**config.mk**
```make
export PLATFORM = sky130hd
export DESIGN_NAME = mandelbrot_escape_time
export DESIGN_NICKNAME = d
export VERILOG_FILES = /design/src/mbe_pkg.sv /design/src/mandelbrot_escape_time.sv
export SDC_FILE = /design/constraint.sdc
export NUM_CORES = 2
export LEC_CHECK = 0
export ABC_AREA = 1
export BUFFER_PORTS_ARGS = -buffer_cell sky130_fd_sc_hd__clkbuf_2
export CORE_UTILIZATION = 40
export CTS_CLUSTER_SIZE = 10
export DETAILED_ROUTE_END_ITERATION = 10
export PLACE_DENSITY = 0.65
export SLEW_MARGIN = 20
export SYNTH_ARGS = -nofsm -noshare
export SYNTH_HDL_FRONTEND = slang
export SYNTH_SLANG_ARGS = --single-unit
```
**constraint.sdc**
```tcl
create_clock -name clk -period 18.6 [get_ports clk]
set_input_delay 0.93 -clock clk [delete_from_list [all_inputs] [get_ports clk]]
set_output_delay 0.93 -clock clk [all_outputs]
set_load 0.02 [all_outputs]
```
**src/mbe_pkg.sv**
```systemverilog
// Shared types and constants for the Mandelbrot escape-time unit.
package mbe_pkg;

  // Input word: one pixel coordinate, signed Q4.28.
  typedef struct packed {
    logic signed [31:0] c_re;
    logic signed [31:0] c_im;
  } in_word_t;

  // Result word: escape step index and final orbit point, signed Q16.32.
  typedef struct packed {
    logic        [15:0] iteration_count;
    logic signed [47:0] final_re;
    logic signed [47:0] final_im;
  } out_word_t;

  // Configuration register indexes
  localparam logic CFG_MAX_ITER = 1'b0;
  localparam logic CFG_BAILOUT  = 1'b1;

  // Configuration reset values
  localparam logic [15:0] MAX_ITER_RESET = 16'd256;
  localparam logic [23:0] BAILOUT_RESET  = 24'd4096;

  // Orbit value limits
  localparam logic signed [47:0] ORBIT_MAX = 48'sh7fff_ffff_ffff;
  localparam logic signed [47:0] ORBIT_MIN = 48'sh8000_0000_0000;

endpackage

```
**src/mandelbrot_escape_time.sv**
```systemverilog
// Mandelbrot escape-time unit: shared 24x24 multiplier under a step sequencer.
//
//   channel  ports                          direction  handshake
//   input    start, busy, in_word           in         taken when start && !busy
//   result   out_strobe, out_word           out        one-cycle strobe, no stall
//   config   cfg_we, cfg_index, cfg_data    in         written when cfg_we
//
// Each orbit step runs three 48x48 products, each four 24x24 partials through the one
// multiplier and its output register, plus scale, update, load and escape-check states.
// The result strobe is high in the first cycle that busy is low. Reset (rst_n,
// synchronous) restores max_iterations 256 and bailout_norm 4096. The receiver cannot stall.
module mandelbrot_escape_time
  import mbe_pkg::*;
#(
  parameter int COORD_FRAC_BITS = 28,
  parameter int ORBIT_FRAC_BITS = 32,
  parameter int COUNT_WIDTH     = 16
) (
  input  logic       clk,
  input  logic       rst_n,
  // input word
  input  logic       start,
  output logic       busy,
  input  in_word_t   in_word,
  // result word
  output logic       out_strobe,
  output out_word_t  out_word,
  // configuration
  input  logic       cfg_we,
  input  logic       cfg_index,
  input  logic [23:0] cfg_data
);

  // Coordinate alignment shifts (one of the two is zero)
  localparam int ALIGN = ORBIT_FRAC_BITS - COORD_FRAC_BITS;
  localparam int LSH   = (ALIGN > 0) ? ALIGN : 0;
  localparam int RSH   = (ALIGN < 0) ? -ALIGN : 0;
  // Counter compare width and escape compare width
  localparam int CMP_W = (COUNT_WIDTH > 16) ? COUNT_WIDTH : 16;
  localparam int LIM_W = (2 * ORBIT_FRAC_BITS + 24 > 97) ? 2 * ORBIT_FRAC_BITS + 24 : 97;
  localparam logic [2:0] PH_LAST = 3'd4;

  typedef enum logic [2:0] {
    S_IDLE, S_LOOP, S_MUL, S_SCALE, S_UPDATE, S_LDRR, S_SQRE, S_CHECK
  } state_t;

  typedef enum logic [1:0] {
    OP_RI, OP_RR, OP_II
  } op_t;

  // Saturate a 64-bit signed value to the 48-bit orbit range
  function automatic logic signed [47:0] sat48(logic signed [63:0] v);
    logic hi_same;
    hi_same = (&v[63:47]) || !(|v[63:47]);
    if (hi_same) return v[47:0];
    return v[63] ? ORBIT_MIN : ORBIT_MAX;
  endfunction

  // Q4.28 coordinate to orbit format, floor on right shift
  function automatic logic signed [47:0] to_orbit(logic signed [31:0] v);
    logic signed [63:0] w;
    w = {{32{v[31]}}, v};
    w = (w <<< LSH) >>> RSH;
    return sat48(w);
  endfunction

  function automatic logic [47:0] mag48(logic signed [47:0] v);
    return v[47] ? 48'(-v) : 48'(v);
  endfunction

  function automatic logic signed [63:0] ext64(logic signed [47:0] v);
    return {{16{v[47]}}, v};
  endfunction

  // Control registers
  state_t                   state_r;
  op_t                      op_r;
  logic [2:0]               phase_r;
  logic [COUNT_WIDTH-1:0]   cnt_r;
  logic [15:0]              max_iter_r;
  logic [23:0]              bailout_r;
  logic                     out_strobe_r;
  out_word_t                out_word_r;

  // Datapath registers
  logic signed [47:0] c_re_r, c_im_r;
  logic signed [47:0] z_re_r, z_im_r;
  logic        [95:0] sq_re_r, sq_im_r;
  logic        [95:0] acc_r;
  logic        [47:0] prod_r;
  logic        [1:0]  prod_sh_r;
  logic        [47:0] mag_a_r, mag_b_r;
  logic               neg_r;
  logic signed [47:0] rr_r, ii_r, ri2_r;

  // Combinational values
  logic                   accept;
  logic [COUNT_WIDTH-1:0] cnt_nxt;
  logic [CMP_W-1:0]       cnt_ext, cnt_nxt_ext, max_ext;
  logic [23:0]            a_half, b_half;
  logic [47:0]            prod_nxt;
  logic [95:0]            acc_add;
  logic [96:0]            norm;
  logic [LIM_W-1:0]       norm_ext, lim_ext;
  logic                   escape;
  logic [95:0]            rr_shift, ii_shift;
  logic signed [96:0]     ri_signed, ri_shift;
  logic signed [47:0]     rr_sat, ii_sat, ri2_sat;
  logic signed [63:0]     re_sum, im_sum;

  assign accept = start && (state_r == S_IDLE);

  // Step counter and loop bound
  always_comb begin
    cnt_nxt     = COUNT_WIDTH'(cnt_r + 1'b1);
    cnt_ext     = CMP_W'(cnt_r);
    cnt_nxt_ext = CMP_W'(cnt_nxt);
    max_ext     = CMP_W'(max_iter_r);
  end

  // Shared multiplier: one 24x24 partial per cycle, then shifted accumulate
  always_comb begin
    a_half   = phase_r[1] ? mag_a_r[47:24] : mag_a_r[23:0];
    b_half   = phase_r[0] ? mag_b_r[47:24] : mag_b_r[23:0];
    prod_nxt = {24'b0, a_half} * {24'b0, b_half};
    case (prod_sh_r)
      2'd0:    acc_add = {48'b0, prod_r};
      2'd1:    acc_add = {24'b0, prod_r, 24'b0};
      default: acc_add = {prod_r, 48'b0};
    endcase
  end

  // Escape test: exact |z|^2 against bailout scaled to orbit format
  always_comb begin
    norm     = {1'b0, sq_re_r} + {1'b0, acc_r};
    norm_ext = LIM_W'(norm);
    lim_ext  = LIM_W'(bailout_r) << (2 * ORBIT_FRAC_BITS);
    escape   = norm_ext > lim_ext;
  end

  // Scaling of squares and cross product, floor then saturate
  always_comb begin
    rr_shift  = sq_re_r >> ORBIT_FRAC_BITS;
    ii_shift  = sq_im_r >> ORBIT_FRAC_BITS;
    rr_sat    = (|rr_shift[95:47]) ? ORBIT_MAX : rr_shift[47:0];
    ii_sat    = (|ii_shift[95:47]) ? ORBIT_MAX : ii_shift[47:0];
    ri_signed = neg_r ? -$signed({1'b0, acc_r}) : $signed({1'b0, acc_r});
    ri_shift  = ri_signed >>> (ORBIT_FRAC_BITS - 1);
    if ((&ri_shift[96:47]) || !(|ri_shift[96:47])) begin
      ri2_sat = ri_shift[47:0];
    end else begin
      ri2_sat = ri_shift[96] ? ORBIT_MIN : ORBIT_MAX;
    end
  end

  // New orbit point sums
  always_comb begin
    re_sum = ext64(rr_r) - ext64(ii_r) + ext64(c_re_r);
    im_sum = ext64(ri2_r) + ext64(c_im_r);
  end

  // Sequencer, configuration and result registers
  always_ff @(posedge clk) begin
    if (!rst_n) begin
      state_r      <= S_IDLE;
      op_r         <= OP_RI;
      phase_r      <= '0;
      cnt_r        <= '0;
      max_iter_r   <= MAX_ITER_RESET;
      bailout_r    <= BAILOUT_RESET;
      out_strobe_r <= 1'b0;
    end else begin
      out_strobe_r <= 1'b0;
      if (cfg_we) begin
        unique case (cfg_index)
          CFG_MAX_ITER: max_iter_r <= cfg_data[15:0];
          CFG_BAILOUT:  bailout_r  <= cfg_data;
          default:      ;
        endcase
      end
      unique case (state_r)
        S_IDLE: begin
          if (accept) begin
            cnt_r   <= '0;
            state_r <= S_LOOP;
          end
        end
        S_LOOP: begin
          if (cnt_ext < max_ext) begin
            op_r    <= OP_RI;
            phase_r <= '0;
            state_r <= S_MUL;
          end else begin
            out_word_r.iteration_count <= cnt_ext[15:0];
            out_word_r.final_re        <= z_re_r;
            out_word_r.final_im        <= z_im_r;
            out_strobe_r               <= 1'b1;
            state_r                    <= S_IDLE;
          end
        end
        S_MUL: begin
          if (phase_r == PH_LAST) begin
            phase_r <= '0;
            unique case (op_r)
              OP_RI:   state_r <= S_SCALE;
              OP_RR:   state_r <= S_SQRE;
              OP_II:   state_r <= S_CHECK;
              default: state_r <= S_CHECK;
            endcase
          end else begin
            phase_r <= phase_r + 3'd1;
          end
        end
        S_SCALE:  state_r <= S_UPDATE;
        S_UPDATE: state_r <= S_LDRR;
        S_LDRR: begin
          op_r    <= OP_RR;
          state_r <= S_MUL;
        end
        S_SQRE: begin
          op_r    <= OP_II;
          state_r <= S_MUL;
        end
        S_CHECK: begin
          if (escape || !(cnt_nxt_ext < max_ext)) begin
            out_word_r.iteration_count <= escape ? cnt_ext[15:0] : cnt_nxt_ext[15:0];
            out_word_r.final_re        <= z_re_r;
            out_word_r.final_im        <= z_im_r;
            out_strobe_r               <= 1'b1;
            if (!escape) cnt_r <= cnt_nxt;
            state_r <= S_IDLE;
          end else begin
            cnt_r   <= cnt_nxt;
            op_r    <= OP_RI;
            state_r <= S_MUL;
          end
        end
        default: state_r <= S_IDLE;
      endcase
    end
  end

  // Datapath registers
  always_ff @(posedge clk) begin
    case (state_r)
      S_IDLE: begin
        if (accept) begin
          c_re_r  <= to_orbit(in_word.c_re);
          c_im_r  <= to_orbit(in_word.c_im);
          z_re_r  <= '0;
          z_im_r  <= '0;
          sq_re_r <= '0;
          sq_im_r <= '0;
        end
      end
      S_LOOP, S_CHECK: begin
        // operands for the cross product of the next step
        if (state_r == S_CHECK) sq_im_r <= acc_r;
        mag_a_r <= mag48(z_re_r);
        mag_b_r <= mag48(z_im_r);
        neg_r   <= z_re_r[47] ^ z_im_r[47];
      end
      S_MUL: begin
        if (phase_r != PH_LAST) begin
          prod_r    <= prod_nxt;
          prod_sh_r <= {1'b0, phase_r[1]} + {1'b0, phase_r[0]};
        end
        if (phase_r == 3'd0) acc_r <= '0;
        else acc_r <= acc_r + acc_add;
      end
      S_SCALE: begin
        rr_r  <= rr_sat;
        ii_r  <= ii_sat;
        ri2_r <= ri2_sat;
      end
      S_UPDATE: begin
        z_re_r <= sat48(re_sum);
        z_im_r <= sat48(im_sum);
      end
      S_LDRR: begin
        mag_a_r <= mag48(z_re_r);
        mag_b_r <= mag48(z_re_r);
      end
      S_SQRE: begin
        sq_re_r <= acc_r;
        mag_a_r <= mag48(z_im_r);
        mag_b_r <= mag48(z_im_r);
      end
      default: ;
    endcase
  end

  assign busy       = (state_r != S_IDLE);
  assign out_strobe = out_strobe_r;
  assign out_word   = out_word_r;

endmodule

```
[Word-level counts from Yosys, hierarchy flattened]
Cells that the tools add are included.
Operators by class
  $add $sub $neg: 11
  multipliers: 1
  $lt $le $gt $ge: 3
  equal/unequal tests: 18
  mux-type cells: 55
  bitwise operators: 2
  reduce and logical (&&, ||, !) cells: 47
Operators with widths (count)
  48-bit two-way mux: 15
  96-bit one-hot mux with 2 select lines: 3
  48-bit one-hot mux with 2 select lines: 4
  112-bit two-way mux: 2
  112-bit one-hot mux with 2 select lines: 1
  96-bit two-way mux: 2
  96-bit by 96-bit adder with 97-bit output: 1
  97-bit by 88-bit > comparator with 1-bit output: 1
  97-bit two-way mux: 1
  96-bit negator with 97-bit output: 1
  96-bit adder: 1
  48-bit negator: 2
  17-bit OR reduction: 4
  49-bit by 48-bit adder with 50-bit output: 1
  48-bit by 48-bit adder with 49-bit output: 1
  48-bit by 48-bit subtractor with 49-bit output: 1
  24-bit by 24-bit multiplier with 48-bit output: 1
  16-bit two-way mux: 3
  24-bit two-way mux: 2
  17-bit AND reduction: 2
  16-bit < comparator: 2
  16-bit one-hot mux with 2 select lines: 1
  3-bit one-hot mux with 7 select lines: 1
  19-bit AND reduction: 1
  other kinds (31): 83
Word-level totals
  register bits: 948
  bits of input ports: 93
  output and inout bits: 114
  logic and storage cells: 164

[Longest topological paths before layout]
  depth in word-level cells: 9
  depth in mapped cells: 39
  mapped depth without buffers: 39

[Least setup slack after synthesis]
Ideal clock, no wire load.
  path type: flip-flop to flip-flop
  start point: register state_r[0]
  end point: register ii_r[0] (enable)
  library setup time: 0.827 ns
  arrival: 10.261 ns
  data required time: 17.773 ns
  setup slack: 7.511 ns
  cell stages (with the launch flop): 3
  path buffers: 0
  period minus slack after synthesis: 11.089 ns
  cell sequence: dfxtp_1 inv_1 nor3_1
Between the ends
  longest elaborated chain between the ends: 1
Ends and longest elaborated chain
  start: declaration: line mandelbrot_escape_time.sv:76  | state_t state_r;
  start signal: assignment: line mandelbrot_escape_time.sv:165  | state_r <= S_IDLE;
  start signal: assignment: line mandelbrot_escape_time.sv:185  | state_r <= S_LOOP;
  start signal: assignment: line mandelbrot_escape_time.sv:192  | state_r <= S_MUL;
  3-bit by 2-bit equality test with 1-bit output: line mandelbrot_escape_time.sv:245  | case (state_r)
  end signal: assignment: line mandelbrot_escape_time.sv:273  | ii_r <= ii_sat;
  end: declaration: line mandelbrot_escape_time.sv:94  | logic signed [47:0] rr_r, ii_r, ri2_r;
Every way passes these cells.
A chain may end at the register's enable or synchronous reset.

[Final worst setup path]
  start point: register phase_r[0]
  end point: register prod_r[44], data pin
Between the ends
  longest elaborated chain between the ends: 2
Ends and longest elaborated chain
  start: declaration: line mandelbrot_escape_time.sv:78  | logic [2:0] phase_r;
  start signal: assignment: line mandelbrot_escape_time.sv:211  | phase_r <= phase_r + 3'd1;
  24-bit two-way mux: line mandelbrot_escape_time.sv:124  | b_half = phase_r[0] ? mag_b_r[47:24] : mag_b_r[23:0];
  24-bit by 24-bit multiplier with 48-bit output: line mandelbrot_escape_time.sv:125  | prod_nxt = {24'b0, a_half} * {24'b0, b_half};
  via prod_nxt[44]: line mandelbrot_escape_time.sv:101  | logic [47:0] prod_nxt;
  end signal: assignment: line mandelbrot_escape_time.sv:265  | prod_r <= prod_nxt;
  end: declaration: line mandelbrot_escape_time.sv:90  | logic [47:0] prod_r;
The timed path passes the listed nets, and every way through them passes these cells.

==> impl_metrics.csv <==
group,metric,value,unit
outcome,status,"finished clean",
final_layout,drive_gt1_frac,0.05914,
sta,finalCriticalPeriod,8780,ps
clocking,cts_tree,"built",
synthesis,ys_top_cells_by_count,"inv_1 (2060), nand2_1 (1936), nor2_1 (1271)",
grt,grt_antenna_before_repair,10,
drt,antenna_left,0,
synthesis,synth_top_area_frac,0.3108,
sta,worstMarginPinSlew,1169,ps
synthesis,syn_area,79120,um2
die,die_w,446.8,um
die,fp.coreArea,195800,um2
grt,grt_pass1_vias,67746,
synthesis,synth_cells,10012,
synthesis,yosysSeqAreaShare,0.3273,
synthesis,synth.distinct_cells,62,
synthesis,synth_edf_count,819,
grt,grt_pass1_wl,459000,um
synthesis,ys_warn_count,0,
drt,wl_per_cell,24.64,um
clocking,clkSinkCount,884,
setup_path,critPathMaxStageDelay,730,ps
synthesis,synth_flop_cell,"edfxtp_1",
sta,finalMaxSlewViolations,0,
clocking,htree_levels,3,
hold_path,min_path_type,"primary input to register",
job,drv_cap,0,
clocking,clkLatencyLatePin,810,ps
setup_path,cp_max_fo,23,
final_layout,fillCellCount,19784,
setup_path,end_kind,"register",
die,start_util,0.4041,
die,die_h,446.8,um
synthesis,syn_area_per_cell,7.903,um2
clocking,post_cts_buffers,0,
die,rows,162,
synthesis,yosys-top-cells-area,"edfxtp_1 (31%), fa_1 (13%), inv_1 (9.8%)",
sta,fmax,113.9,MHz
setup_path,path_buf_inv,8,
clocking,clockBufferDepth,3,
setup_path,crit_required,19070,ps
drt,first_iter_violations,7725,
final_layout,final_cells,12911,
clocking,ctsResizeCount,0,
final_layout,fin_nets,11361,
sta,relSlewSlack,0.2123,
clocking,cts_root_buf,"clkbuf_16",
place,dp.cells,12733,
place,numPortBuffers,206,
final_layout,seqCellArea,25890,um2
die,ios,207,
final_layout,multi_input_area,44560,um2
place,place_congestion,1.066,
clocking,cts_buffers,107,
setup_path,critPathArrivalTime,9250,ps
clocking,clk_pin_slew_worst_paths,60,ps
drt,vias_per_cell,5.409,
place,post-dp-hpwl,262900,um
setup_path,crit_path_start_kind,"register",
drt,drc_errors,0,
setup_path,path_class,"register to register",
grt,grt_usage,0.3160,
die,die_area,199600,um2
sta,fin_skew,82.88,ps
synthesis,yosysMostFrequentCell,"inv_1",
sta,fin_crit_sh,0.4720,
synthesis,synth_seq_cells,884,
setup_path,cpMostUsedCell,"inv_1",
synthesis,yosys.area.top_type,"edfxtp_1",
setup_path,slowest_stage,"fa_1",
drt,num_vias,69830,
drt,routed_wl,318200,um
grt,grt-ovfl-total,0,
sta,fin_tns_setup,0,ps
sta,finalSetupViolCount,0,
drt,dr.pass1.iters,6,
setup_path,critical-path-top-delay-family,"adder cells",
grt,grt_max_degree,86,
sta,hold_viol,0,
final_layout,area_growth,9.689,%
sta,grt_setup_unrepaired,"false",
clocking,hold_buffers,0,
synthesis,synthArstFlopShare,0,
## through the flow
stage               utilization  cell area, um2  hold slack (ps)  setup WS, ps
floorplan                     -           79130            424.4          7511
global placement         0.4264           83500            447.0         10160
detailed placement       0.4265           83520            458.0         10090
CTS                      0.4431           86760            237.6          9974
global route             0.4432           86770            256.5          9384
finish                   0.4432           86790            297.1          9820
## worst paths after layout
kind,start,to,slack [ps],cells past startpoint
worst min register to register,bailout_r[10],bailout_r[10],460,2
worst min-delay path,in_word[50],c_re_r[22],300,1
worst max-delay path,phase_r[0],prod_r[44],9820,31
worst max register to register,phase_r[0],prod_r[44],9820,31
## cell type report
| cell class | count | area share |
|---|---|---|
| Antenna cell | 7 | 0.0002018 |
| Clock buffer | 142 | 0.03284 |
| Clock inverter | 29 | 0.004556 |
| Inverter | 2083 | 0.09019 |
| Multi-Input combinational cell | 6814 | 0.5134 |
| Sequential cell | 884 | 0.2984 |
| Tap cell | 2624 | 0.03783 |
| Timing Repair Buffer | 328 | 0.02262 |
## layout by cell type, fill, tap and decap left out, types with 47 or more instances in the layout
| master | n |
|---|---|
| inv_1 | 2054 |
| nand2_1 | 1933 |
| nor2_1 | 1265 |
| edfxtp_1 | 819 |
| a21oi_1 | 728 |
| fa_1 | 530 |
| ha_1 | 520 |
| o21ai_0 | 459 |
| nand3_1 | 233 |
| xor2_1 | 222 |
| clkbuf_2 | 206 |
| buf_4 | 120 |
| a31oi_1 | 115 |
| xnor2_1 | 109 |
| clkbuf_16 | 108 |
| nor3_1 | 96 |
| nand4_1 | 72 |
| dfxtp_1 | 65 |
| or2_2 | 57 |
| nor4_1 | 56 |
| o21a_1 | 50 |
| o22ai_1 | 48 |
| o21ai_1 | 47 |
## registers in the layout, indices dropped and copies added, names as in the netlist, 16 cells and up
register   flops
acc_r         96
bailout_r     24
c_im_r        32
c_re_r        32
cnt_ext       16
ii_r          48
mag_a_r       48
mag_b_r       48
max_ext       16
out_word     112
prod_r        48
ri2_r         48
rr_r          48
sq_im_r       64
sq_re_r       96
z_im_r        48
z_re_r        48
## routing by layer
metal / routed length, um / vias to the layer above / track usage
met4: 20120 / 8 / 0.1678
met2: 136700 / 3316 / 0.4787
li1: - / 32337 / -
met1: 132400 / 33567 / 0.4288
met3: 28850 / 602 / 0.05652
met5: 56 / - / 0
## cells by family (layout without fill, tap and decap cells)
group | after synthesis | count (layout) | synth area share
muxes | 2 | 2 | 0.0002530
AOI/OAI and AO/OA | 1636 | 1636 | 0.1143
DFF | 884 | 884 | 0.3273
buffers and inverters | 2315 | 2582 | 0.1109
and+or+nand+nor | 3793 | 3793 | 0.1944
other | 1 | 9 | 0.00004739
adders and majority gates | 1050 | 1050 | 0.2163
xor gates and xnor gates | 331 | 331 | 0.03664
Power is left out: the tool's default activity adds up to more than one toggle a clock period on the data nets, which glitch-free logic cannot reach.
